===== src/rtl/opdf_pkg.sv =====
// Shared types and constants for the order-preserving dedup filter.
// Used by opdf_cell and order_preserving_dedup_filter; no dependencies.
`default_nettype none

package opdf_pkg;

	localparam int unsigned VALUE_W = 31;
	localparam int unsigned SLOT_W  = 6;
	localparam int unsigned COUNT_W = 7;

	// item moving down the cell chain
	typedef struct packed {
		logic [VALUE_W-1:0] value;
		logic               last;
		logic               hit;    // resolved: matched or stored
		logic               fresh;  // stored in a cell on this pass
	} opdf_tok_t;

endpackage

`default_nettype wire


===== src/rtl/opdf_cell.sv =====
// One store cell of the dedup chain: holds one distinct value and passes
// the item on to the next cell on each cycle with adv. Depends on opdf_pkg.
`default_nettype none

module opdf_cell
	import opdf_pkg::*;
#(
	parameter int unsigned CELL_IDX = 0,
	parameter int unsigned SW       = 6,
	parameter int unsigned CW       = 7
) (
	input  wire logic          clk,
	input  wire logic          arst_n,
	input  wire logic          adv,
	input  wire logic          vld_i,
	input  wire opdf_tok_t     tok_i,
	input  wire logic [SW-1:0] slot_i,
	input  wire logic [CW-1:0] cnt_i,
	output logic               vld_o,
	output opdf_tok_t          tok_o,
	output logic [SW-1:0]      slot_o,
	output logic [CW-1:0]      cnt_o
);

	logic               occ_q;
	logic [VALUE_W-1:0] stored_q;
	logic               vld_q;
	opdf_tok_t          tok_q;
	logic [SW-1:0]      slot_q;
	logic [CW-1:0]      cnt_q;

	logic open_tok;
	logic match;
	logic take;
	logic occ_after;

	assign open_tok  = vld_i && !tok_i.hit;
	assign match     = open_tok && occ_q && (stored_q == tok_i.value);
	assign take      = open_tok && !occ_q;
	assign occ_after = occ_q || take;

	always_ff @(posedge clk or negedge arst_n) begin
		if (!arst_n) begin
			occ_q <= 1'b0;
			vld_q <= 1'b0;
		end else if (adv) begin
			vld_q <= vld_i;
			if (vld_i)
				occ_q <= occ_after && !tok_i.last;
		end
	end

	always_ff @(posedge clk) begin
		if (adv) begin
			if (take)
				stored_q <= tok_i.value;
			tok_q.value <= tok_i.value;
			tok_q.last  <= tok_i.last;
			tok_q.hit   <= tok_i.hit || match || take;
			tok_q.fresh <= tok_i.fresh || take;
			slot_q      <= (match || take) ? SW'(CELL_IDX) : slot_i;
			cnt_q       <= cnt_i + CW'(occ_after);
		end
	end

	assign vld_o  = vld_q;
	assign tok_o  = tok_q;
	assign slot_o = slot_q;
	assign cnt_o  = cnt_q;

endmodule

`default_nettype wire


===== config.mk =====
export PLATFORM = sky130hd
export DESIGN_NAME = opdf_cell
export DESIGN_NICKNAME = d
export VERILOG_FILES = /design/src/rtl/opdf_pkg.sv /design/src/rtl/opdf_cell.sv
export SDC_FILE = /design/constraint.sdc
export NUM_CORES = 1
export LEC_CHECK = 0
export ABC_CLOCK_PERIOD_IN_PS = 2400
export BUFFER_PORTS_ARGS = -buffer_cell sky130_fd_sc_hd__buf_2
export CAP_MARGIN = 20
export CORE_UTILIZATION = 30
export CTS_CLUSTER_SIZE = 24
export DETAILED_ROUTE_END_ITERATION = 16
export HOLD_SLACK_MARGIN = 0.03
export SYNTH_ARGS = -nofsm -noshare
export SYNTH_HDL_FRONTEND = slang
export SYNTH_SLANG_ARGS = --single-unit

===== constraint.sdc =====
create_clock -name clk -period 2.4 [get_ports clk]
set_clock_uncertainty 0.05 [all_clocks]
set_input_delay 0.24 -clock clk [delete_from_list [all_inputs] [get_ports clk]]
set_output_delay 0.24 -clock clk [all_outputs]
set_load 0.05 [all_outputs]

# --- Word level (Yosys, flattened, before mapping) ---
# Index checks and enable logic that the tools add are counted.
totals:
  register_bits: 80
  latchBits: 0
  ram_bits: 0
  rom_bits: 0
  out_inout_bits: 48
  word_cells: 26
  memories: 0
classes:
  n_addsub: 1
  n_mul: 0
  div_mod_pow: 0
  order_cmp: 0
  n_eq_ne: 1
  shifts: 0
  mux: 0
  bitwise: 0
  reduce_logical: 15
ops:
  columns: ["operator", "count"]
  rows:
  - ["== test 31 bit", 1]
  - ["adder 7 x 1 -> 7 bit", 1]
  - ["logical AND 1 bit", 5]
  - ["logical OR 1 bit", 5]
  - ["AND reduction 2 bit", 2]
  - ["logical NOT 1 bit", 3]

# --- Depth between registers and ports, before layout ---
# Gate-level depths: netlist of run 1.
depth:
  word_depth: 6
  mapped_depth: 6

# --- Least setup slack after synthesis of run 1 ---
# Ideal clock, no wire load.
synth_timing:
  kind: "register to register"
  startpoint: "register occ_q"
  endpoint: "register stored_q[0] (enable)"
  setup_ns: 0.391
  t_arrival_ns: 1.291
  t_required_ns: 1.959
  slack_ns: 0.668
  path_stages_with_launch: 3
  cell_sequence: "dfrtp_1 > nor2_1 > and2_1"
synth_via:
  elab_chain_cells: 3
synth_rtl:
  columns: ["item", "line_no", "text"]
  rows:
  - ["from (decl)", "opdf_cell.sv:25", "logic occ_q;"]
  - ["from (signal assigned)", "opdf_cell.sv:49", "occ_q <= occ_after && !tok_i.last;"]
  - ["logical NOT 1 bit", "opdf_cell.sv:39", "assign take = open_tok && !occ_q;"]
  - ["logical AND 1 bit", "opdf_cell.sv:39", null]
  - ["AND reduction 2 bit (no source line)", null, null]
  - ["to (signal assigned)", "opdf_cell.sv:56", "stored_q <= tok_i.value;"]
  - ["to (decl)", "opdf_cell.sv:26", "logic [VALUE_W-1:0] stored_q;"]
# No other way between the ends.
# A chain may end at the register's enable or synchronous reset.

# --- Worst setup path after layout of run 1 ---
layout_timing:
  startpoint: "input port tok_i[3] in the netlist's numbering"
  endpoint: "register slot_q[3] (netlist: slot_o[3]) (data pin)"
layout_via:
  elab_chain_cells: 3
layout_rtl:
  columns: ["item", "line_no", "text"]
  rows:
  - ["from (decl)", "opdf_cell.sv:16", "input wire opdf_tok_t tok_i,"]
  - ["== test 31 bit", "opdf_cell.sv:38", "assign match = open_tok && occ_q && (stored_q == tok_i.value);"]
  - ["logical AND 1 bit", "opdf_cell.sv:38", null]
  - ["logical OR 1 bit", "opdf_cell.sv:61", "slot_q <= (match || take) ? SW'(CELL_IDX) : slot_i;"]
  - ["to (signal assigned)", "opdf_cell.sv:61", null]
  - ["to (decl)", "opdf_cell.sv:29", "logic [SW-1:0] slot_q;"]
# No other way between the ends.

==> run_results.csv, run 1 <==
group,metric,value,unit
detailed_routing,wl_met3,374,µm
power_and_ir_drop,p_int,2.12,mW
detailed_routing,firstDrtPassIters,4,
placed_design,post-place-ws,0.525,ns
detailed_routing,dr.max_layer_used,"met4",
power_and_ir_drop,ir_drop,0.000278,V
floorplanning,die_w,102,µm
yosys,yosysSeqAreaShare,80.2,%
yosys,yosys_warnings,0,
yosys,synth_edf_count,78,
yosys,yosysTopAreaCell,"edfxtp_1",
yosys,synth_area_leaders,"edfxtp_1 (79%), xnor2_1 (9.4%), dfrtp_1 (1.7%)",
sta,slew_viol_final,0,
sta,rsz0062_at_grt,"no",
power_and_ir_drop,total_leakage_power,1.51,nW
cts,h-tree-depth,3,
cells_and_area,final_nets,337,
yosys,synth_commonest_cells,"edfxtp_1 (78), xnor2_1 (32), nand2_1 (7), nand4_1 (7), a21oi_1 (6)",
floorplanning,die_h,102,µm
grt,grt_start_max_net_pins,51,
cells_and_area,antennaDiodeCount,0,
detailed_routing,drt_iter0_drc,46,
detailed_routing,drc,0,
floorplanning,ios,99,
cts,post-cts-setup-buffers,0,
min_path,min_path_type,"in -> reg",
cts,clock_path_buffers,2,
yosys,ys.flop_type,"edfxtp_1",
worst_setup_path,cpMaxStageDelayCell,"dlygate4sd3_1",
power_and_ir_drop,switching_share,28.3,%
sta,timing.fmax,0.517,GHz
detailed_routing,post_drt_wl_per_cell,13.1,µm
placed_design,gp_congestion,0.682,
yosys,syn-cell-area,0.00298,mm²
sta,setup_viol,0,
sta,post-route-min-period,1.93,ns
sta,slew_headroom,56.0,%
placed_design,io_buffers,98,
cts,cts_hold_buf,14,
cts,cts_tree,"done",
yosys,syn_nets,212,
grt,grt_antenna_before_repair,0,
grt,overflow,0,
yosys,post-synth-top-count-cell,"edfxtp_1",
worst_setup_path,startpoint_type,"input pin",
power_and_ir_drop,p_total,2.96,mW
floorplanning,placementRows,36,
power_and_ir_drop,combPwrFrac,15.9,%
grt,grt_pass1_vias,1711,
power_and_ir_drop,power_frac_clock,28.4,%
status,status,"finished, final reports clean",
worst_setup_path,path_class,"in -> reg",
cells_and_area,final_area,0.00396,mm²
flow_run,maxCapViolations,0,
placed_design,place_area,0.00366,mm²
sta,worst_slew_pin_slew,0.660,ns
worst_setup_path,crit_chain,"dlygate4sd3_1, buf_2, xor2_1, or4_4, nor4_4, a21oi_1",
cts,clk_pin_slew,0.09,ns
floorplanning,die_area,0.0103,mm²
detailed_routing,wl_met1,2370,µm
yosys,yosysUniqueCellTypes,24,
yosys,syn_inst,159,
sta,worst_hold_slack,0.0526,ns
detailed_routing,drtAntennaViolNets,0,
cts,cts_made_buffers,9,
grt,grt_use_total,11.7,%
yosys,netlist.area_leader.share,78.5,%
yosys,synth-seq-cells,80,
power_and_ir_drop,pwr_density_cell,747,mW/mm²
floorplanning,start_util,30.8,%
detailed_routing,vias,1775,
cts,numClockSinks,80,
worst_setup_path,cp_data_arrival_time,1.97,ns
power_and_ir_drop,p_seq_share,55.7,%
cells_and_area,drive_above_1_share,42.2,%
worst_setup_path,slowest_delay,0.53,ns
floorplanning,coreArea,0.00968,mm²
detailed_routing,via_per_inst,4.21,
detailed_routing,wl_met2,2660,µm
sta,fin_crit_sh,80.6,%
sta,fin_ws,0.465,ns
yosys,async_flop_share,2.50,%
power_and_ir_drop,p_sw,0.837,mW
detailed_routing,drt_wl_total,5530,µm
grt,grt_pass1_wl,8520,µm
sta,report.final.hold_viol_count,0,
worst_setup_path,cp_max_fo,7,
worst_setup_path,cp.required,2.43,ns
sta,setup_tns,0,ns
cts,cts_resized,0,
cells_and_area,areaGrowthSynthToFinish,32.8,%
worst_setup_path,critPathCaptureType,"flop",
placed_design,hpwlAfterDp,3830,µm
yosys,syn_area_per_cell,18.8,µm²
cts,clock_latency,0.36,ns
cts,cts_root_buf,"clkbuf_8",
## cells by family (layout without fill, tap and decap cells)
group | Yosys count | in the layout | synth area share, %
flops | 80 | 80 | 80.2
xor+xnor | 36 | 36 | 10.6
simple gates | 30 | 30 | 6.46
compound gates | 9 | 9 | 1.68
fa+ha+maj | 2 | 2 | 0.839
buf+inv | 2 | 132 | 0.251
## cells in the final DEF (no fill, tap or decap), types with 2 or more instances in the layout
| master | count |
|---|---|
| buf_2 | 98 |
| edfxtp_1 | 78 |
| xnor2_1 | 32 |
| dlygate4sd3_1 | 14 |
| clkbuf_8 | 9 |
| nand4_1 | 7 |
| nand2_1 | 7 |
| a21oi_1 | 6 |
| nand3_1 | 4 |
| xor2_1 | 4 |
| clkinv_2 | 4 |
| nor2_1 | 3 |
| buf_4 | 3 |
| ha_1 | 2 |
| clkinvlp_4 | 2 |
| dfrtp_1 | 2 |
## flip-flops by register name (all words and copies together), names as in the netlist
name      count
tok_o        34
stored_q     31
cnt_o         7
occ_q         1
vld_o         1
slot_o        6
## metrics by stage
step | instances | util, %
4_1_cts | 422 | 40.9
3_5_place_dp | 392 | 37.8
3_3_place_gp | 392 | 37.8
6_report | 422 | 40.9
5_1_grt | 422 | 40.9
2_1_floorplan | 159 | -
## final timing paths
| kind | from | endpoint | slack [ns] | cells after the start |
|---|---|---|---|---|
| min | tok_i[29] | stored_q[26] | 0.05 | 1 |
| max in group asynchronous | arst_n | vld_o | 2.05 | 2 |
| min in group asynchronous | arst_n | occ_q | 0.15 | 2 |
| max | tok_i[3] | slot_o[3] | 0.47 | 6 |
| max reg2reg | stored_q[14] | slot_o[3] | 0.56 | 4 |
| min reg2reg | vld_o | vld_o | 0.51 | 2 |
## area by class of cell
class                   count  area [µm²]
repair buffers            115         653
multi-input cells          77         584
clock inverters             7        38.8
fillers                   894        5720
inverters                   1        3.75
flip-flops and latches     80        2390
well taps                 133         166
clock buffers               9         124
## worst max-delay path: cells and delay by family
kind | cells | cell delay [ns]
AND/OR/NAND/NOR | 2 | 0.78
buffers and inverters | 2 | 0.67
XOR/XNOR | 1 | 0.15
AO/OA/AOI/OAI | 1 | 0.12
## power by group through the flow
stage               clock, mW  sequential (mW)  combinational [mW]
floorplan                   0             1.91              0.0739
global placement            0             1.68               0.453
detailed placement          0             1.68               0.458
CTS                     0.882             1.65               0.476
global route            0.933             1.66               0.500
finish                  0.841             1.65               0.469
## routing by layer
layer | vias up | track usage, %
met3 | 10 | 4.62
met1 | 853 | 13.4
met4 | 0 | 7.02
met2 | 64 | 18.3
met5 | - | 0
li1 | 848 | -
(Power assumes the default switching activity.)
==> inputs of run 2 (changes only) <==
--- a/config.mk
+++ b/config.mk
@@ -5,7 +5,7 @@
 export SDC_FILE = /design/constraint.sdc
 export NUM_CORES = 1
 export LEC_CHECK = 0
-export ABC_CLOCK_PERIOD_IN_PS = 2400
+export ABC_CLOCK_PERIOD_IN_PS = 1950
 export BUFFER_PORTS_ARGS = -buffer_cell sky130_fd_sc_hd__buf_2
 export CAP_MARGIN = 20
 export CORE_UTILIZATION = 30
==> constraint.sdc (replaced) <==
create_clock -name clk -period 1.95 [get_ports clk]
set_clock_uncertainty 0.05 [all_clocks]
set_input_delay 0.195 -clock clk [delete_from_list [all_inputs] [get_ports clk]]
set_output_delay 0.195 -clock clk [all_outputs]
set_load 0.05 [all_outputs]
==> run 2 against run 1 <==
Compared with the run above:
- final cell count rose by 5.7%
- largest cell class unchanged
- worst hold slack worse by 0.0020 ns
- die area unchanged
- routed wire length is 7.1% higher
- utilization increased by 2.6 points
- critical endpoint is now slot_o[0]
- sequential share of layout area fell by 3.6 points
- global-route usage rose by 0.49 points
- via count is 3.2% higher
- critical path depth up 1
- total power increased by 28%
- combinational power increased by 31%
- sequential power up 23%
==> run_results.csv, run 2 (synthesized netlist as in run 1, its figures left out) <==
group,metric,value,unit
worst_setup_path,critPathLaunch,"vld_i",
grt,grt_busiest_layer,"met2",
floorplanning,die_w,102,µm
detailed_routing,vias,1832,
cells_and_area,most-common-layout-cells,"buf_2 (98), edfxtp_1 (78), dlygate4sd3_1 (34)",
worst_setup_path,crit_chain,"dlygate4sd3_1, buf_2, nand2b_4, or4_4, nor4_4, buf_4, a21oi_1",
sta,setup_viol,0,
grt,grt_pass1_wl,9110,µm
detailed_routing,firstDrtPassIters,4,
cts,clock_path_buffers,2,
sta,slew_headroom,82.0,%
worst_setup_path,startpoint_type,"input pin",
cts,cts_root_buf,"clkbuf_8",
worst_setup_path,path_class,"in -> reg",
floorplanning,die_h,102,µm
cells_and_area,regArea,0.00239,mm²
power_and_ir_drop,pwr_density_cell,900,mW/mm²
cells_and_area,areaGrowthSynthToFinish,41.4,%
sta,setup_tns,0,ns
sta,slew_viol_final,0,
flow_run,maxCapViolations,0,
cells_and_area,final_common_cell,"buf_2",
grt,grt_use_total,12.1,%
cells_and_area,final_nets,361,
cts,h-tree-depth,3,
grt,use_met2,19.5,%
worst_setup_path,cp.required,2.00,ns
worst_setup_path,worst_r2r_startpoint,"stored_q[14]",
floorplanning,die_area,0.0103,mm²
cells_and_area,fillers,871,
floorplanning,start_util,30.8,%
worst_setup_path,cp_max_fo,7,
power_and_ir_drop,total_leakage_power,1.63,nW
cts,clock_latency,0.35,ns
min_path,hp-start,"tok_i[0]",
grt,grt_antenna_before_repair,0,
cells_and_area,antennaDiodeCount,0,
worst_setup_path,cp_data_arrival_time,1.98,ns
detailed_routing,drt_wl_total,5930,µm
power_and_ir_drop,ir_drop,0.000347,V
cts,cts_tree,"done",
floorplanning,ios,99,
cts,clk_pin_slew,0.08,ns
placed_design,gp_congestion,0.666,
cells_and_area,drive_above_1_share,40.6,%
grt,use_met3,4.69,%
sta,worst_slew_pin_slew,0.271,ns
min_path,hold_depth,2,
grt,gr-usage-met1,14.6,%
cts,cts_made_buffers,9,
min_path,min_path_type,"in -> reg",
detailed_routing,drc,0,
placed_design,hpwlAfterDp,3940,µm
sta,timing.fmax,0.520,GHz
worst_setup_path,reg2reg_slack,0.11,ns
detailed_routing,drt_iter0_drc,41,
sta,post-route-min-period,1.92,ns
grt,overflow,0,
cells_and_area,largest_reg_flops,34,
worst_setup_path,critPathCaptureType,"flop",
sta,worst_hold_slack,0.0506,ns
worst_setup_path,slowest_delay,0.54,ns
cts,numClockSinks,80,
cts,cts_resized,0,
grt,grt_start_max_net_pins,21,
floorplanning,coreArea,0.00968,mm²
status,status,"finished, final reports clean",
detailed_routing,drtAntennaViolNets,0,
cells_and_area,multiInputGateArea,584,µm²
sta,report.final.hold_viol_count,0,
worst_setup_path,rr_worst_depth,5,
placed_design,io_buffers,98,
detailed_routing,post_drt_wl_per_cell,13.3,µm
grt,grt_pass1_vias,1828,
detailed_routing,via_per_inst,4.11,
floorplanning,placementRows,36,
sta,fin_crit_sh,98.6,%
worst_setup_path,cpMaxStageDelayCell,"dlygate4sd3_1",
-- run 2: cell types whose count changed in the layout (fill, tap and decap cells not counted) --
cell	delta
buf_4	+4
clkinv_1	-1
clkinv_2	-4
clkinv_4	+2
clkinvlp_4	-1
dlygate4sd3_1	+20
inv_6	+3
inv_8	+1
-- run 2: worst max-delay path, delay by kind of cell --
family	cells	cell delay [ns]
AOI/OAI and AO/OA	1	0.08
buffers and inverters	3	0.88
and+or+nand+nor	3	0.82
-- run 2: power breakdown --
part	switching (mW)	leakage (nW)	internal, mW	total (mW)
combinational	0.424	0.768	0.192	0.616
sequential	0.0286	0.767	2.00	2.03
clock	0.662	0.0927	0.489	1.15
-- run 2: metal layers --
layer  routed length [µm]  vias to the layer above  part of all wire (%)
met5                    0                        -                     0
met4                   70                        0                   1.2
met3                  404                        7                   6.8
met2                 2890                       69                    49
met1                 2560                      858                    43
li1                     -                      898                     -
-- run 2: through the flow --
| step | instances | area, µm² | util [%] | total power [mW] | worst slack, ns |
|---|---|---|---|---|---|
| after floorplan | 159 | 2980 | - | 2.44 | 0.218 |
| after global placement | 395 | 3680 | 38.0 | 2.63 | 0.167 |
| after CTS | 445 | 4210 | 43.5 | 3.85 | 0.0221 |
| final | 446 | 4220 | 43.5 | 3.80 | 0.0279 |
| after detailed placement | 395 | 3680 | 38.0 | 2.64 | 0.0832 |
| after global routing | 446 | 4220 | 43.5 | 3.97 | -0.00865 |
-- run 2: area by class of cell --
| class | instances | area share [%] |
|---|---|---|
| Clock buffer | 9 | 2.94 |
| Sequential cell | 80 | 56.7 |
| Tap cell | 133 | 3.95 |
| Clock inverter | 7 | 1.48 |
| Multi-Input combinational cell | 77 | 13.9 |
| Timing Repair Buffer | 139 | 20.9 |
| Inverter | 1 | 0.0890 |
-- run 2: final timing paths --
| kind | endpoint |
|---|---|
| max in group asynchronous | occ_q |
| max reg2reg | slot_o[0] |
| max | slot_o[0] |
| min in group asynchronous | vld_o |
| min reg2reg | vld_o |
| min | tok_o[0] |
-- run 2: repair_timing --
| item | in CTS | in global routing |
|---|---|---|
| setup endpoints to repair | 0 | 7 |
| hold buffers | 34 | 0 |
| endpoints found under the hold margin | 66 | 0 |
| buffers inserted | 0 | 1 |
==> inputs of run 3 (changes only) <==
--- a/config.mk
+++ b/config.mk
@@ -12,6 +12,7 @@
 export CTS_CLUSTER_SIZE = 24
 export DETAILED_ROUTE_END_ITERATION = 16
 export HOLD_SLACK_MARGIN = 0.03
+export RECOVER_POWER = 100
 export SYNTH_ARGS = -nofsm -noshare
 export SYNTH_HDL_FRONTEND = slang
 export SYNTH_SLANG_ARGS = --single-unit
==> run 3 against run 2 <==
Compared with the run above:
- combinational power shrank 5.7%
- non-clock buffer count is the same
- critical path depth did not move
- largest cell class unchanged
- worst setup slack better by 0.012 ns
- design area decreased by 2.8%
- sequential power is essentially flat
- final cell count did not move
- utilization shrank 1.2 points
==> run_results.csv, run 3 (synthesized netlist as in run 1, its figures left out) <==
group,metric,value,unit
worst_setup_path,crit_family,"buffers and inverters",
floorplanning,ios,99,
detailed_routing,wl_met2,2840,µm
cells_and_area,regArea,0.00239,mm²
worst_setup_path,rr_worst_depth,5,
sta,setup_tns,0,ns
min_path,hold_depth,2,
detailed_routing,post_drt_wl_per_cell,13.3,µm
cts,cts_made_buffers,9,
sta,timing.fmax,0.524,GHz
detailed_routing,drtAntennaViolNets,0,
cts,clock_path_buffers,2,
sta,worst_slew_pin_slew,0.996,ns
status,status,"finished, final reports clean",
floorplanning,die_area,0.0103,mm²
floorplanning,die_h,102,µm
sta,setup_viol,0,
worst_setup_path,cp_num_buf_inv,3,
sta,worst_hold_slack,0.0481,ns
cts,cts_root_buf,"clkbuf_8",
min_path,holdPathEnd,"tok_o[0]",
floorplanning,coreArea,0.00968,mm²
cells_and_area,most-common-layout-cells,"clkbuf_1 (84), edfxtp_1 (78), dlygate4sd3_1 (34)",
sta,report.final.hold_viol_count,0,
detailed_routing,firstDrtPassIters,4,
cells_and_area,final_common_cell,"clkbuf_1",
detailed_routing,drt_wl_total,5930,µm
detailed_routing,wl_met1,2600,µm
cells_and_area,largest_reg_flops,34,
cells_and_area,antennaDiodeCount,0,
cts,clock_latency,0.36,ns
cells_and_area,drive_above_1_share,13.4,%
sta,slew_viol_final,0,
sta,slew_headroom,33.6,%
detailed_routing,via_per_inst,4.14,
placed_design,io_buffers,98,
worst_setup_path,cpMaxStageDelayCell,"or4_4",
placed_design,hpwlAfterDp,3940,µm
worst_setup_path,critPathCaptureType,"flop",
detailed_routing,vias,1845,
worst_setup_path,path_depth,7,
worst_setup_path,cp_data_arrival_time,1.97,ns
cells_and_area,fillers,913,
power_and_ir_drop,total_leakage_power,1.39,nW
detailed_routing,dr.max_layer_used,"met4",
cells_and_area,final_nets,361,
min_path,min_path_type,"in -> reg",
grt,overflow,0,
grt,grt_pass1_vias,1828,
floorplanning,placementRows,36,
floorplanning,die_w,102,µm
cells_and_area,areaGrowthSynthToFinish,37.4,%
power_and_ir_drop,pwr_density_cell,919,mW/mm²
flow_run,maxCapViolations,0,
worst_setup_path,startpoint_type,"input pin",
cts,clk_pin_slew,0.08,ns
worst_setup_path,r2r-end,"slot_o[0]",
grt,grt_use_total,12.1,%
detailed_routing,drt_iter0_drc,47,
cts,numClockSinks,80,
cells_and_area,multiInputGateArea,584,µm²
min_path,hp-start,"tok_i[0]",
worst_setup_path,path_class,"in -> reg",
grt,grt_start_max_net_pins,21,
grt,grt_pass1_wl,9110,µm
detailed_routing,wl_met3,381,µm
worst_setup_path,slowest_delay,0.54,ns
power_and_ir_drop,ir_drop,0.000345,V
cts,cts_tree,"done",
worst_setup_path,cp.required,2.01,ns
worst_setup_path,reg2reg_slack,0.11,ns
worst_setup_path,crit_chain,"dlygate4sd3_1, buf_2, nand2b_4, or4_4, nor4_4, buf_4, a21oi_1",
floorplanning,start_util,30.8,%
sta,post-route-min-period,1.91,ns
worst_setup_path,cp_max_fo,7,
cts,h-tree-depth,3,
placed_design,gp_congestion,0.666,
worst_setup_path,worst_r2r_startpoint,"stored_q[14]",
power_and_ir_drop,p_total,3.77,mW
grt,grt_antenna_before_repair,0,
sta,fin_crit_sh,97.9,%
detailed_routing,drc,0,
-- run 3: what timing repair did --
action	in CTS	in global routing
hold buffers	34	0
endpoints found under the setup margin	0	7
buffers inserted	0	1
gates resized for setup	0	0
hold endpoints to repair	66	0
-- run 3: final cells by class --
cell class,count,share of cell area [%]
multi-input combinational,77,14.3
sequential,80,58.4
inverter,1,0.0916
clock inverter,7,1.53
tap,133,4.06
timing repair buffer,139,18.7
clock buffer,9,3.02
-- run 3: how the worst max path moves through the flow --
stage,startpoint,to,slack (ns)
after CTS,vld_i,slot_o[0],0.02
after global placement,stored_q[14],slot_o[0],0.17
after detailed placement,stored_q[14],slot_o[0],0.08
after global routing,vld_i,slot_o[0],-0.009
after floorplan,occ_q,stored_q[0],0.22
final,vld_i,slot_o[0],0.04
-- run 3: through the flow --
stage                     area (µm²)  worst slack (ns)  std cells  utilization, %
after floorplan                 2980             0.218        159               -
final                           4100            0.0402        446            42.3
after global routing            4100          -0.00873        446            42.3
after CTS                       4210            0.0221        445            43.5
after global placement          3680             0.167        395            38.0
after detailed placement        3680            0.0832        395            38.0
-- run 3: routing by layer --
layer,vias up,track usage (%)
li1,903,-
met5,-,0
met3,11,4.69
met4,0,5.02
met1,862,14.6
met2,69,19.5
-- run 3: power by group --
part	internal [mW]	total, mW	switching (mW)
Clock	0.489	1.15	0.662
Sequential	2.00	2.03	0.0312
Combinational	0.156	0.581	0.425
